[src/hw/rtl/tepf_pkg.sv]
// Package for the terminal escape and private-use filter.
// Holds byte codes, string kinds, register indexes and the command type
// shared by the front, queue, back and top level. No dependencies.
`timescale 1ns / 1ps

package tepf_pkg;

    // Byte codes
    localparam logic [7:0] BYTE_BEL    = 8'h07;
    localparam logic [7:0] BYTE_ESC    = 8'h1B;
    localparam logic [7:0] BYTE_BSLASH = 8'h5C;
    localparam logic [7:0] BYTE_OSC    = 8'h5D;  // ']'
    localparam logic [7:0] BYTE_DCS    = 8'h50;  // 'P'
    localparam logic [7:0] BYTE_APC    = 8'h5F;  // '_'
    localparam logic [7:0] BYTE_PM     = 8'h5E;  // '^'

    // String kinds
    localparam logic [2:0] KIND_NONE = 3'd0;
    localparam logic [2:0] KIND_OSC  = 3'd1;
    localparam logic [2:0] KIND_DCS  = 3'd2;
    localparam logic [2:0] KIND_APC  = 3'd3;
    localparam logic [2:0] KIND_PM   = 3'd4;

    // UTF-8 sequence lengths
    localparam logic [2:0] LEN_NONE = 3'd0;
    localparam logic [2:0] LEN_2    = 3'd2;
    localparam logic [2:0] LEN_3    = 3'd3;
    localparam logic [2:0] LEN_4    = 3'd4;

    // Register map
    localparam int          CP_W     = 21;
    localparam int          ADDR_W   = 4;
    localparam logic [1:0]  REG_LOW  = 2'd0;
    localparam logic [1:0]  REG_HIGH = 2'd1;
    localparam logic [1:0]  REG_SUB  = 2'd2;

    localparam logic [CP_W-1:0] RST_LOW  = 21'h00E000;
    localparam logic [CP_W-1:0] RST_HIGH = 21'h00F8FF;
    localparam logic [7:0]      RST_SUB  = 8'h20;

    // Default depth of the command queue
    localparam int QUEUE_DEPTH = 4;

    // One command: up to four bytes to emit, and the index of the last one
    typedef struct packed {
        logic [3:0][7:0] bytes;
        logic [1:0]      last_idx;
    } t_cmd;

    // Map the byte after ESC to the string kind it opens
    function automatic logic [2:0] kind_of(input logic [7:0] b);
        logic [2:0] k;
        unique case (b)
            BYTE_OSC: k = KIND_OSC;
            BYTE_DCS: k = KIND_DCS;
            BYTE_APC: k = KIND_APC;
            BYTE_PM:  k = KIND_PM;
            default:  k = KIND_NONE;
        endcase
        return k;
    endfunction

endpackage

[src/hw/rtl/terminal_escape_and_pua_filter_unit.sv]
// Top level of the terminal escape and private-use filter.
// Instantiates tepf_front, tepf_queue and tepf_back; holds the APB
// registers. Uses tepf_pkg.
//
// Usage:
//   Input channel: drive i_in_byte and raise push; a byte is transferred
//   at a clock edge with push high and full low. Output channel: while
//   empty is low, o_out_byte/o_run_last show the oldest result; raise pop
//   to transfer it. o_run_last marks the final byte caused by one input.
//   An input byte that causes results passes as a command through the queue
//   into the back end's output register, where its first result shows. Input
//   bytes are taken one per cycle while the command queue (QDepth entries)
//   has room; results leave one byte per cycle while pop is high and empty
//   is low. An input causing four bytes holds the back end until all four
//   have left, so the output rate of the back end sets the sustained throughput.
//   When pop stays low the queue fills and full rises; no byte is lost.
//   Synchronous reset clears the escape, string and UTF-8 state, empties
//   the queue and sets replace_low 0xE000, replace_high 0xF8FF and
//   substitute_byte 0x20. Registers sit at 0x0, 0x4 and 0x8.
`timescale 1ns / 1ps

module terminal_escape_and_pua_filter_unit #(
    parameter int QDepth = tepf_pkg::QUEUE_DEPTH
) (
    input  logic                        i_clk,
    input  logic                        i_rst_n,
    input  logic                        push,
    output logic                        full,
    input  logic [7:0]                  i_in_byte,
    output logic                        empty,
    input  logic                        pop,
    output logic [7:0]                  o_out_byte,
    output logic                        o_run_last,
    input  logic                        psel,
    input  logic                        penable,
    input  logic                        pwrite,
    input  logic [tepf_pkg::ADDR_W-1:0] paddr,
    input  logic [31:0]                 pwdata,
    output logic [31:0]                 prdata,
    output logic                        pready
);

    logic [tepf_pkg::CP_W-1:0] r_low, r_high;
    logic [7:0]                r_sub;
    logic [1:0]                v_reg;
    logic                      v_wr;

    logic           v_in_xfer;
    logic           v_cmd_valid;
    tepf_pkg::t_cmd v_cmd;
    logic           v_q_full, v_q_empty, v_q_pop;
    tepf_pkg::t_cmd v_q_data;

    assign pready = 1'b1;
    assign v_reg  = paddr[3:2];
    assign v_wr   = psel && penable && pwrite && pready;

    // Configuration registers
    always_ff @(posedge i_clk) begin
        if (!i_rst_n) begin
            r_low  <= tepf_pkg::RST_LOW;
            r_high <= tepf_pkg::RST_HIGH;
            r_sub  <= tepf_pkg::RST_SUB;
        end else if (v_wr) begin
            unique case (v_reg)
                tepf_pkg::REG_LOW:  r_low  <= pwdata[tepf_pkg::CP_W-1:0];
                tepf_pkg::REG_HIGH: r_high <= pwdata[tepf_pkg::CP_W-1:0];
                tepf_pkg::REG_SUB:  r_sub  <= pwdata[7:0];
                default: ;
            endcase
        end
    end

    // Register read-back
    always_comb begin
        unique case (v_reg)
            tepf_pkg::REG_LOW:  prdata = {11'd0, r_low};
            tepf_pkg::REG_HIGH: prdata = {11'd0, r_high};
            tepf_pkg::REG_SUB:  prdata = {24'd0, r_sub};
            default:            prdata = 32'd0;
        endcase
    end

    assign full      = v_q_full;
    assign v_in_xfer = push && !v_q_full;

    tepf_front u_front (
        .i_clk       (i_clk),
        .i_rst_n     (i_rst_n),
        .i_valid     (v_in_xfer),
        .i_byte      (i_in_byte),
        .i_low       (r_low),
        .i_high      (r_high),
        .i_sub       (r_sub),
        .o_cmd_valid (v_cmd_valid),
        .o_cmd       (v_cmd)
    );

    tepf_queue #(
        .Depth (QDepth)
    ) u_queue (
        .i_clk   (i_clk),
        .i_rst_n (i_rst_n),
        .i_push  (v_cmd_valid),
        .i_data  (v_cmd),
        .i_pop   (v_q_pop),
        .o_full  (v_q_full),
        .o_empty (v_q_empty),
        .o_data  (v_q_data)
    );

    tepf_back u_back (
        .i_clk      (i_clk),
        .i_rst_n    (i_rst_n),
        .i_q_empty  (v_q_empty),
        .i_q_data   (v_q_data),
        .o_q_pop    (v_q_pop),
        .i_pop      (pop),
        .o_empty    (empty),
        .o_out_byte (o_out_byte),
        .o_run_last (o_run_last)
    );

endmodule

[src/hw/rtl/tepf_front.sv]
// Front end of the filter: escape/string tracking and UTF-8 collection.
// Turns each accepted byte into zero or one emit command. Uses tepf_pkg.
`timescale 1ns / 1ps

module tepf_front (
    input  logic                      i_clk,
    input  logic                      i_rst_n,
    input  logic                      i_valid,
    input  logic [7:0]                i_byte,
    input  logic [tepf_pkg::CP_W-1:0] i_low,
    input  logic [tepf_pkg::CP_W-1:0] i_high,
    input  logic [7:0]                i_sub,
    output logic                      o_cmd_valid,
    output tepf_pkg::t_cmd            o_cmd
);

    logic            r_esc, n_esc;
    logic [2:0]      r_kind, n_kind;
    logic            r_sesc, n_sesc;
    logic [2:0]      r_exp, n_exp;
    logic [2:0]      r_col, n_col;
    logic [3:0][7:0] r_ub, n_ub;

    logic [3:0][7:0]          v_bytes;
    logic [tepf_pkg::CP_W-1:0] v_cp;
    logic [2:0]               v_kind;

    // Sequence bytes with the current byte merged in
    always_comb begin
        v_bytes = r_ub;
        v_bytes[r_col[1:0]] = i_byte;
    end

    // Decode the code point of a completed sequence
    always_comb begin
        unique case (r_exp)
            tepf_pkg::LEN_2: v_cp = {10'd0, v_bytes[0][4:0], v_bytes[1][5:0]};
            tepf_pkg::LEN_3: v_cp = {5'd0, v_bytes[0][3:0], v_bytes[1][5:0],
                                     v_bytes[2][5:0]};
            default:         v_cp = {v_bytes[0][2:0], v_bytes[1][5:0],
                                     v_bytes[2][5:0], v_bytes[3][5:0]};
        endcase
    end

    assign v_kind = tepf_pkg::kind_of(i_byte);

    // Classify the byte and advance the state
    always_comb begin
        n_esc       = r_esc;
        n_kind      = r_kind;
        n_sesc      = r_sesc;
        n_exp       = r_exp;
        n_col       = r_col;
        n_ub        = r_ub;
        o_cmd_valid = 1'b0;
        o_cmd.bytes    = v_bytes;
        o_cmd.last_idx = 2'd0;
        if (i_valid) begin
            if (r_exp != tepf_pkg::LEN_NONE) begin
                n_ub  = v_bytes;
                n_col = r_col + 3'd1;
                if ((r_col + 3'd1) >= r_exp) begin
                    n_exp       = tepf_pkg::LEN_NONE;
                    n_col       = 3'd0;
                    o_cmd_valid = 1'b1;
                    if (v_cp >= i_low && v_cp <= i_high) begin
                        o_cmd.bytes[0] = i_sub;
                        o_cmd.last_idx = 2'd0;
                    end else begin
                        o_cmd.last_idx = r_exp[1:0] - 2'd1;
                    end
                end
            end else if (r_esc) begin
                n_esc = 1'b0;
                if (v_kind != tepf_pkg::KIND_NONE) begin
                    n_kind = v_kind;
                end else begin
                    o_cmd_valid    = 1'b1;
                    o_cmd.bytes[0] = tepf_pkg::BYTE_ESC;
                    o_cmd.bytes[1] = i_byte;
                    o_cmd.last_idx = 2'd1;
                end
            end else if (r_kind != tepf_pkg::KIND_NONE) begin
                // Swallow string bytes; close on BEL or ESC backslash
                n_sesc = 1'b0;
                if (r_sesc && i_byte == tepf_pkg::BYTE_BSLASH) begin
                    n_kind = tepf_pkg::KIND_NONE;
                end else if (i_byte == tepf_pkg::BYTE_BEL) begin
                    n_kind = tepf_pkg::KIND_NONE;
                end else if (i_byte == tepf_pkg::BYTE_ESC) begin
                    n_sesc = 1'b1;
                end
            end else if (i_byte == tepf_pkg::BYTE_ESC) begin
                n_esc = 1'b1;
            end else if (i_byte[7:5] == 3'b110) begin
                n_exp    = tepf_pkg::LEN_2;
                n_col    = 3'd1;
                n_ub[0]  = i_byte;
            end else if (i_byte[7:4] == 4'b1110) begin
                n_exp    = tepf_pkg::LEN_3;
                n_col    = 3'd1;
                n_ub[0]  = i_byte;
            end else if (i_byte[7:3] == 5'b11110) begin
                n_exp    = tepf_pkg::LEN_4;
                n_col    = 3'd1;
                n_ub[0]  = i_byte;
            end else begin
                o_cmd_valid    = 1'b1;
                o_cmd.bytes[0] = i_byte;
                o_cmd.last_idx = 2'd0;
            end
        end
    end

    // Hold control state
    always_ff @(posedge i_clk) begin
        if (!i_rst_n) begin
            r_esc  <= 1'b0;
            r_kind <= tepf_pkg::KIND_NONE;
            r_sesc <= 1'b0;
            r_exp  <= tepf_pkg::LEN_NONE;
            r_col  <= 3'd0;
        end else begin
            r_esc  <= n_esc;
            r_kind <= n_kind;
            r_sesc <= n_sesc;
            r_exp  <= n_exp;
            r_col  <= n_col;
        end
    end

    // Sequence bytes need no reset: always written before read
    always_ff @(posedge i_clk) begin
        r_ub <= n_ub;
    end

endmodule

[src/hw/rtl/tepf_queue.sv]
// Short command queue between front and back of the filter.
// Circular buffer of tepf_pkg::t_cmd entries. Uses tepf_pkg.
`timescale 1ns / 1ps

module tepf_queue #(
    parameter int Depth = tepf_pkg::QUEUE_DEPTH
) (
    input  logic           i_clk,
    input  logic           i_rst_n,
    input  logic           i_push,
    input  tepf_pkg::t_cmd i_data,
    input  logic           i_pop,
    output logic           o_full,
    output logic           o_empty,
    output tepf_pkg::t_cmd o_data
);

    localparam int PtrW = (Depth > 1) ? $clog2(Depth) : 1;
    localparam int CntW = $clog2(Depth + 1);
    localparam logic [PtrW-1:0] LastPtr = PtrW'(Depth - 1);

    tepf_pkg::t_cmd r_mem [Depth];
    logic [PtrW-1:0] r_wr, r_rd;
    logic [CntW-1:0] r_cnt;
    logic            v_push, v_pop;

    assign o_full  = (r_cnt == CntW'(Depth));
    assign o_empty = (r_cnt == '0);
    assign o_data  = r_mem[r_rd];
    assign v_push  = i_push && !o_full;
    assign v_pop   = i_pop && !o_empty;

    // Store an entry on each push
    always_ff @(posedge i_clk) begin
        if (v_push) begin
            r_mem[r_wr] <= i_data;
        end
    end

    // Advance pointers and occupancy
    always_ff @(posedge i_clk) begin
        if (!i_rst_n) begin
            r_wr  <= '0;
            r_rd  <= '0;
            r_cnt <= '0;
        end else begin
            if (v_push) begin
                r_wr <= (r_wr == LastPtr) ? '0 : r_wr + PtrW'(1);
            end
            if (v_pop) begin
                r_rd <= (r_rd == LastPtr) ? '0 : r_rd + PtrW'(1);
            end
            if (v_push && !v_pop) begin
                r_cnt <= r_cnt + CntW'(1);
            end else if (v_pop && !v_push) begin
                r_cnt <= r_cnt - CntW'(1);
            end
        end
    end

endmodule

[src/hw/rtl/tepf_back.sv]
// Back end of the filter: plays out each command one byte per transfer.
// Output register holds the current command. Uses tepf_pkg.
`timescale 1ns / 1ps

module tepf_back (
    input  logic           i_clk,
    input  logic           i_rst_n,
    input  logic           i_q_empty,
    input  tepf_pkg::t_cmd i_q_data,
    output logic           o_q_pop,
    input  logic           i_pop,
    output logic           o_empty,
    output logic [7:0]     o_out_byte,
    output logic           o_run_last
);

    logic           r_valid;
    tepf_pkg::t_cmd r_cmd;
    logic [1:0]     r_idx;
    logic           v_done;

    assign o_empty    = !r_valid;
    assign o_out_byte = r_cmd.bytes[r_idx];
    assign o_run_last = (r_idx == r_cmd.last_idx);
    assign v_done     = r_valid && i_pop && o_run_last;
    assign o_q_pop    = !i_q_empty && (!r_valid || v_done);

    // Load the next command or step through the current one
    always_ff @(posedge i_clk) begin
        if (!i_rst_n) begin
            r_valid <= 1'b0;
            r_idx   <= 2'd0;
        end else if (o_q_pop) begin
            r_valid <= 1'b1;
            r_idx   <= 2'd0;
        end else if (v_done) begin
            r_valid <= 1'b0;
            r_idx   <= 2'd0;
        end else if (r_valid && i_pop) begin
            r_idx   <= r_idx + 2'd1;
        end
    end

    // Command payload
    always_ff @(posedge i_clk) begin
        if (o_q_pop) begin
            r_cmd <= i_q_data;
        end
    end

endmodule

[config.mk]
export PLATFORM = sky130hd
export DESIGN_NAME = terminal_escape_and_pua_filter_unit
export DESIGN_NICKNAME = d
export VERILOG_FILES = /design/src/hw/rtl/tepf_pkg.sv /design/src/hw/rtl/terminal_escape_and_pua_filter_unit.sv /design/src/hw/rtl/tepf_front.sv /design/src/hw/rtl/tepf_queue.sv /design/src/hw/rtl/tepf_back.sv
export SDC_FILE = /design/constraint.sdc
export NUM_CORES = 1
export LEC_CHECK = 0
export ABC_AREA = 1
export ABC_CLOCK_PERIOD_IN_PS = 10100
export BUFFER_PORTS_ARGS = -buffer_cell sky130_fd_sc_hd__buf_2
export CAP_MARGIN = 20
export CORE_MARGIN = 4
export CORE_UTILIZATION = 63
export DETAILED_ROUTE_END_ITERATION = 12
export PLACE_DENSITY = 0.9
export SETUP_SLACK_MARGIN = 0.02
export SYNTH_ARGS = -nofsm -noshare
export SYNTH_HDL_FRONTEND = slang
export SYNTH_SLANG_ARGS = --single-unit
[constraint.sdc]
create_clock -name i_clk -period 10.1 [get_ports i_clk]
set_input_delay 1.01 -clock i_clk [delete_from_list [all_inputs] [get_ports i_clk]]
set_output_delay 1.01 -clock i_clk [all_outputs]
set_load 0.005 [all_outputs]
==> reports/qor_table.md <==
| Step | Quantity | Reported |
| --- | --- | --- |
| cts | Level count of the clock H-tree | 1 |
| cells and area | Multi-input gate area in the final layout | 4740 µm² |
| synth | Post-synthesis instance area | 13,000 µm² |
| sta | Total negative slack | 0 ns |
| floorplan | Placeable Area | 20,300 µm² |
| cts | TritonCTS clock tree | done |
| cells and area | Proportion of layout cells with a drive suffix above 1 | 11.0% |
| sta | Max-slew headroom | 27.9% |
| pwr | Leakage power summed over all cells | 5.78 nW |
| cts | Resized cells post-CTS | 0 |
| global route | Total routing resource utilization after global routing | 27.8% |
| synth | Proportion of register bits with asynchronous set or reset after synthesis | 0% |
| routing | Number of detailed-routing iterations run before antenna repair | 7 |
| sta | Final period util | 46.0% |
| job | Max-Cap Viols | 0 |
| sta | Setup repair after global routing missed its margin | false |
| pwr | Max VDD drop | 0.132 mV |
| synth | Post-synth cell types | 44 |
| routing | Routed WL per cell | 18.9 µm |
| routing | Number of violations reported at the end of detailed-routing iteration 0 | 1,098 |
| synth | Most frequently used flop master after synthesis | sky130_fd_sc_hd__edfxtp_1 |
| floorplan | Initial core utilization | 64.1% |
| sta | Post-route clock skew | 0.0262 ns |
| routing | Post-Route WL | 32,000 µm |
| hold path | Min-Delay Path Class | register to register |
| global route | Global-route wire length before repair | 50,000 µm |
| floorplan | IO Pins | 95 |
| global route | Vias in the first global route | 9,740 |
| cts | Largest buffer count on any clock path | 3 |
| synth | Post-synthesis sequential element count | 273 |
| worst setup path | Crit-path max FO | 12 |
| pwr | PwrDens | 224 nW/µm² |
| cts | CTS Root Cell | sky130_fd_sc_hd__clkbuf_16 |
| global route | Largest net degree at the start of global routing | 72 |
| cts | Source-to-sink clock delay at the later pin of the worst-skew pair | 0.55 ns |
| floorplan | Floorplan row count | 52 |
| worst setup path | Required time worst endpoint | 10.36 ns |
| sta | Count of pins over their slew limit | 0 |
| cells and area | Antenna diode count | 0 |
| sta | Setup violation total in the final timing report | 0 |
| sta | Final Critical Period | 4.65 ns |
| floorplan | Die area | 23,000 µm² |
| cells and area | Layout overhead on the synthesized area | 11.2% |
| worst setup path | Data arrival time at the worst-slack endpoint | 4.91 ns |
| routing | # DRC | 0 |
| cells and area | FF/Latch Area | 7490 µm² |
| routing | Overall via count from detail_route | 10.3k |
| synth | Number of warnings printed during yosys synthesis | 0 |
| place | Total placed instance area | 13,500 µm² |
| floorplan | Width of the chip | 152 µm |
| worst setup path | Critical path startpoint category | register |
| place | Buffers on Ports | 69 |
| cts | Num Clock Sinks | 273 |
| global route | Antenna violations before repair | 0 |
| synth | Number of enable flip-flop cells after synthesis | 202 |
| cts | Post-CTS setup buffer count | 0 |
| sta | FMAX | 0.215 GHz |
| place | HPWL after DPL | 20,900 µm |
| cts | Clock buffer count from CTS | 27 |
| floorplan | Height of the chip | 152 µm |
| synth | Proportion of synthesized chip area in sequential cells | 57.6% |
| routing | Number of antenna-violating nets in the routed design | 0 |
| global route | Remaining global-route overflow | 0 |
| worst setup path | Setup Crit Path Kind | register to register |
| sta | Hold violation total from the final report | 0 |
| cts | CTS Hold Buffers Added | 0 |
| routing | Vias per inst | 6.06 |
| cells and area | Filler Cell Count | 1,407 |
| cells and area | Net total in the final layout | 1,512 |
| status | Status | finished, final reports clean |
| place | GP Congestion | 0.949 |
| worst setup path | CP Capture Type | register |
| synth | Cell count after synthesis | 1,347 |
| cts | Clock-pin slew on the worst setup and hold paths | 0.06 ns |
| synth | Syn Area/Cell | 9.65 µm² |
| cells and area | Final design instance area without fill | 14,500 µm² |
| sta | Slew at the pin closest to its max-slew limit | 1.07 ns |
-- cell usage after synthesis, types with 2 or more instances --
cell type / count / area share [%]
sky130_fd_sc_hd__o221ai_1: 13 / 0.88
sky130_fd_sc_hd__dfxtp_1: 71 / 11
sky130_fd_sc_hd__nor2_4: 5 / 0.43
sky130_fd_sc_hd__o21ai_0: 177 / 6.8
sky130_fd_sc_hd__nor2_2: 4 / 0.19
sky130_fd_sc_hd__clkbuf_1: 45 / 1.3
sky130_fd_sc_hd__inv_2: 5 / 0.14
sky130_fd_sc_hd__nor3_1: 11 / 0.42
sky130_fd_sc_hd__o22ai_1: 61 / 2.9
sky130_fd_sc_hd__nand2_1: 208 / 6.0
sky130_fd_sc_hd__o21ai_1: 2 / 0.077
sky130_fd_sc_hd__clkinv_1: 2 / 0.058
sky130_fd_sc_hd__a21boi_0: 5 / 0.29
sky130_fd_sc_hd__nor2_1: 142 / 4.1
sky130_fd_sc_hd__xor2_1: 3 / 0.20
sky130_fd_sc_hd__conb_1: 2 / 0.058
sky130_fd_sc_hd__a21o_1: 3 / 0.17
sky130_fd_sc_hd__o211ai_1: 24 / 1.4
sky130_fd_sc_hd__nand3b_1: 2 / 0.12
sky130_fd_sc_hd__ha_1: 58 / 5.6
sky130_fd_sc_hd__buf_1: 2 / 0.058
sky130_fd_sc_hd__buf_2: 3 / 0.12
sky130_fd_sc_hd__nand4_1: 11 / 0.53
sky130_fd_sc_hd__edfxtp_1: 202 / 47
sky130_fd_sc_hd__a21oi_1: 69 / 2.7
sky130_fd_sc_hd__nand3_1: 34 / 1.3
sky130_fd_sc_hd__a31oi_1: 3 / 0.14
sky130_fd_sc_hd__buf_4: 13 / 0.75
sky130_fd_sc_hd__nand2_2: 8 / 0.38
sky130_fd_sc_hd__nand3_2: 4 / 0.31
sky130_fd_sc_hd__inv_1: 142 / 4.1
-- power breakdown --
part	internal, mW	leakage [nW]	total [mW]	switching [mW]
sequential	1.43	2.43	1.49	0.0635
combinational	0.218	2.91	0.737	0.519
clock	0.587	0.432	1.01	0.420
total	2.23	5.78	3.23	1.00
-- per-stage QoR --
stage / hold WS [ns] / cells / setup slack (ns) / util [%] / total power, mW
2_1_floorplan: 0.438 / 1357 / 5.40 / - / 1.97
4_1_cts: 0.463 / 1692 / 5.58 / 71.1 / 3.22
3_5_place_dp: 0.454 / 1642 / 5.64 / 66.7 / 2.22
5_1_grt: 0.494 / 1693 / 5.08 / 71.2 / 3.39
3_3_place_gp: 0.448 / 1642 / 5.70 / 66.7 / 2.17
6_report: 0.464 / 1693 / 5.45 / 71.2 / 3.23
-- sequential cells by signal (all words and copies together), names as in the netlist --
signal	flops
u_back.r_valid	1
u_back.r_idx	2
u_front.r_exp	3
u_back.r_cmd	34
u_front.r_col	3
u_front.r_esc	1
u_front.r_sesc	1
u_queue.r_rd	2
r_low	21
u_queue.r_wr	2
u_queue.r_cnt	3
u_front.r_ub	32
u_front.r_kind	3
u_queue.r_mem	136
r_sub	8
r_high	21
-- worst paths after layout --
path / startpoint / to / slack (ns) / cells past startpoint
min: u_front.r_kind[1]$_SDFFE_PN0P_ / u_front.r_kind[1]$_SDFFE_PN0P_ / 0.46 / 2
min reg2reg: u_front.r_kind[1]$_SDFFE_PN0P_ / u_front.r_kind[1]$_SDFFE_PN0P_ / 0.46 / 2
max reg2reg: u_front.r_exp[0]$_SDFFE_PN0P_ / u_queue.r_mem[0][0]$_DFFE_PP_ / 5.45 / 19
max: u_front.r_exp[0]$_SDFFE_PN0P_ / u_queue.r_mem[0][0]$_DFFE_PP_ / 5.45 / 19
-- per-layer routing --
layer / track usage, % / routed length (µm) / up-vias
li1: - / - / 4786
met1: 35.8 / 12100 / 4771
met2: 47.7 / 15600 / 600
met3: 4.13 / 3000 / 106
met4: 11.1 / 1250 / 0
met5: 0 / 0 / -
-- cell usage in the layout (no fill, tap or decap), types with 8 or more instances in the layout --
cell	instances
sky130_fd_sc_hd__dfxtp_1	70
sky130_fd_sc_hd__clkbuf_16	27
sky130_fd_sc_hd__nand3_1	34
sky130_fd_sc_hd__ha_1	58
sky130_fd_sc_hd__nand2_2	8
sky130_fd_sc_hd__nand2_1	208
sky130_fd_sc_hd__o22ai_1	61
sky130_fd_sc_hd__nor3_1	11
sky130_fd_sc_hd__clkbuf_1	9
sky130_fd_sc_hd__o21ai_0	177
sky130_fd_sc_hd__buf_2	69
sky130_fd_sc_hd__inv_1	142
sky130_fd_sc_hd__conb_1	12
sky130_fd_sc_hd__nor2_1	141
sky130_fd_sc_hd__nand4_1	11
sky130_fd_sc_hd__o211ai_1	24
sky130_fd_sc_hd__buf_4	11
sky130_fd_sc_hd__o221ai_1	13
sky130_fd_sc_hd__edfxtp_1	202
sky130_fd_sc_hd__a21oi_1	69
-- cell type report --
type	count	area share, %
sequential	273	51.8
multi-input combinational	870	32.8
clock buffer	38	5.10
inverter	149	3.87
timing repair buffer	81	3.15
tap	270	2.34
clock inverter	12	0.995
-- critical path: stages (launching register included) --
cell	delay (ns)
sky130_fd_sc_hd__dfxtp_1	0.42
sky130_fd_sc_hd__inv_1	0.11
sky130_fd_sc_hd__ha_1	0.21
sky130_fd_sc_hd__nand2_1	0.32
sky130_fd_sc_hd__inv_1	0.07
sky130_fd_sc_hd__nor2_1	0.57
sky130_fd_sc_hd__clkinv_1	0.46
sky130_fd_sc_hd__o22ai_1	0.42
sky130_fd_sc_hd__ha_1	0.33
sky130_fd_sc_hd__nand2_1	0.07
sky130_fd_sc_hd__nand2_1	0.04
sky130_fd_sc_hd__nand2_1	0.06
sky130_fd_sc_hd__nand2_1	0.06
sky130_fd_sc_hd__nand2_1	0.08
sky130_fd_sc_hd__nand2_1	0.05
sky130_fd_sc_hd__nor2_1	0.12
sky130_fd_sc_hd__nand3_2	0.21
sky130_fd_sc_hd__nand2_1	0.20
sky130_fd_sc_hd__nand2_1	0.08
sky130_fd_sc_hd__o21ai_0	0.48
-- logic make-up after synthesis --
| logic type | share of synthesized area, % |
|---|---|
| AND/OR/NAND/NOR | 14.0 |
| other | 0.0578 |
| buffers and inverters | 6.65 |
| AO/OA/AOI/OAI | 15.7 |
| XOR/XNOR | 0.269 |
| adder cells (fa/ha/maj) | 5.74 |
| flip-flops | 57.6 |
Note: power is estimated with default switching activity, not from simulation.
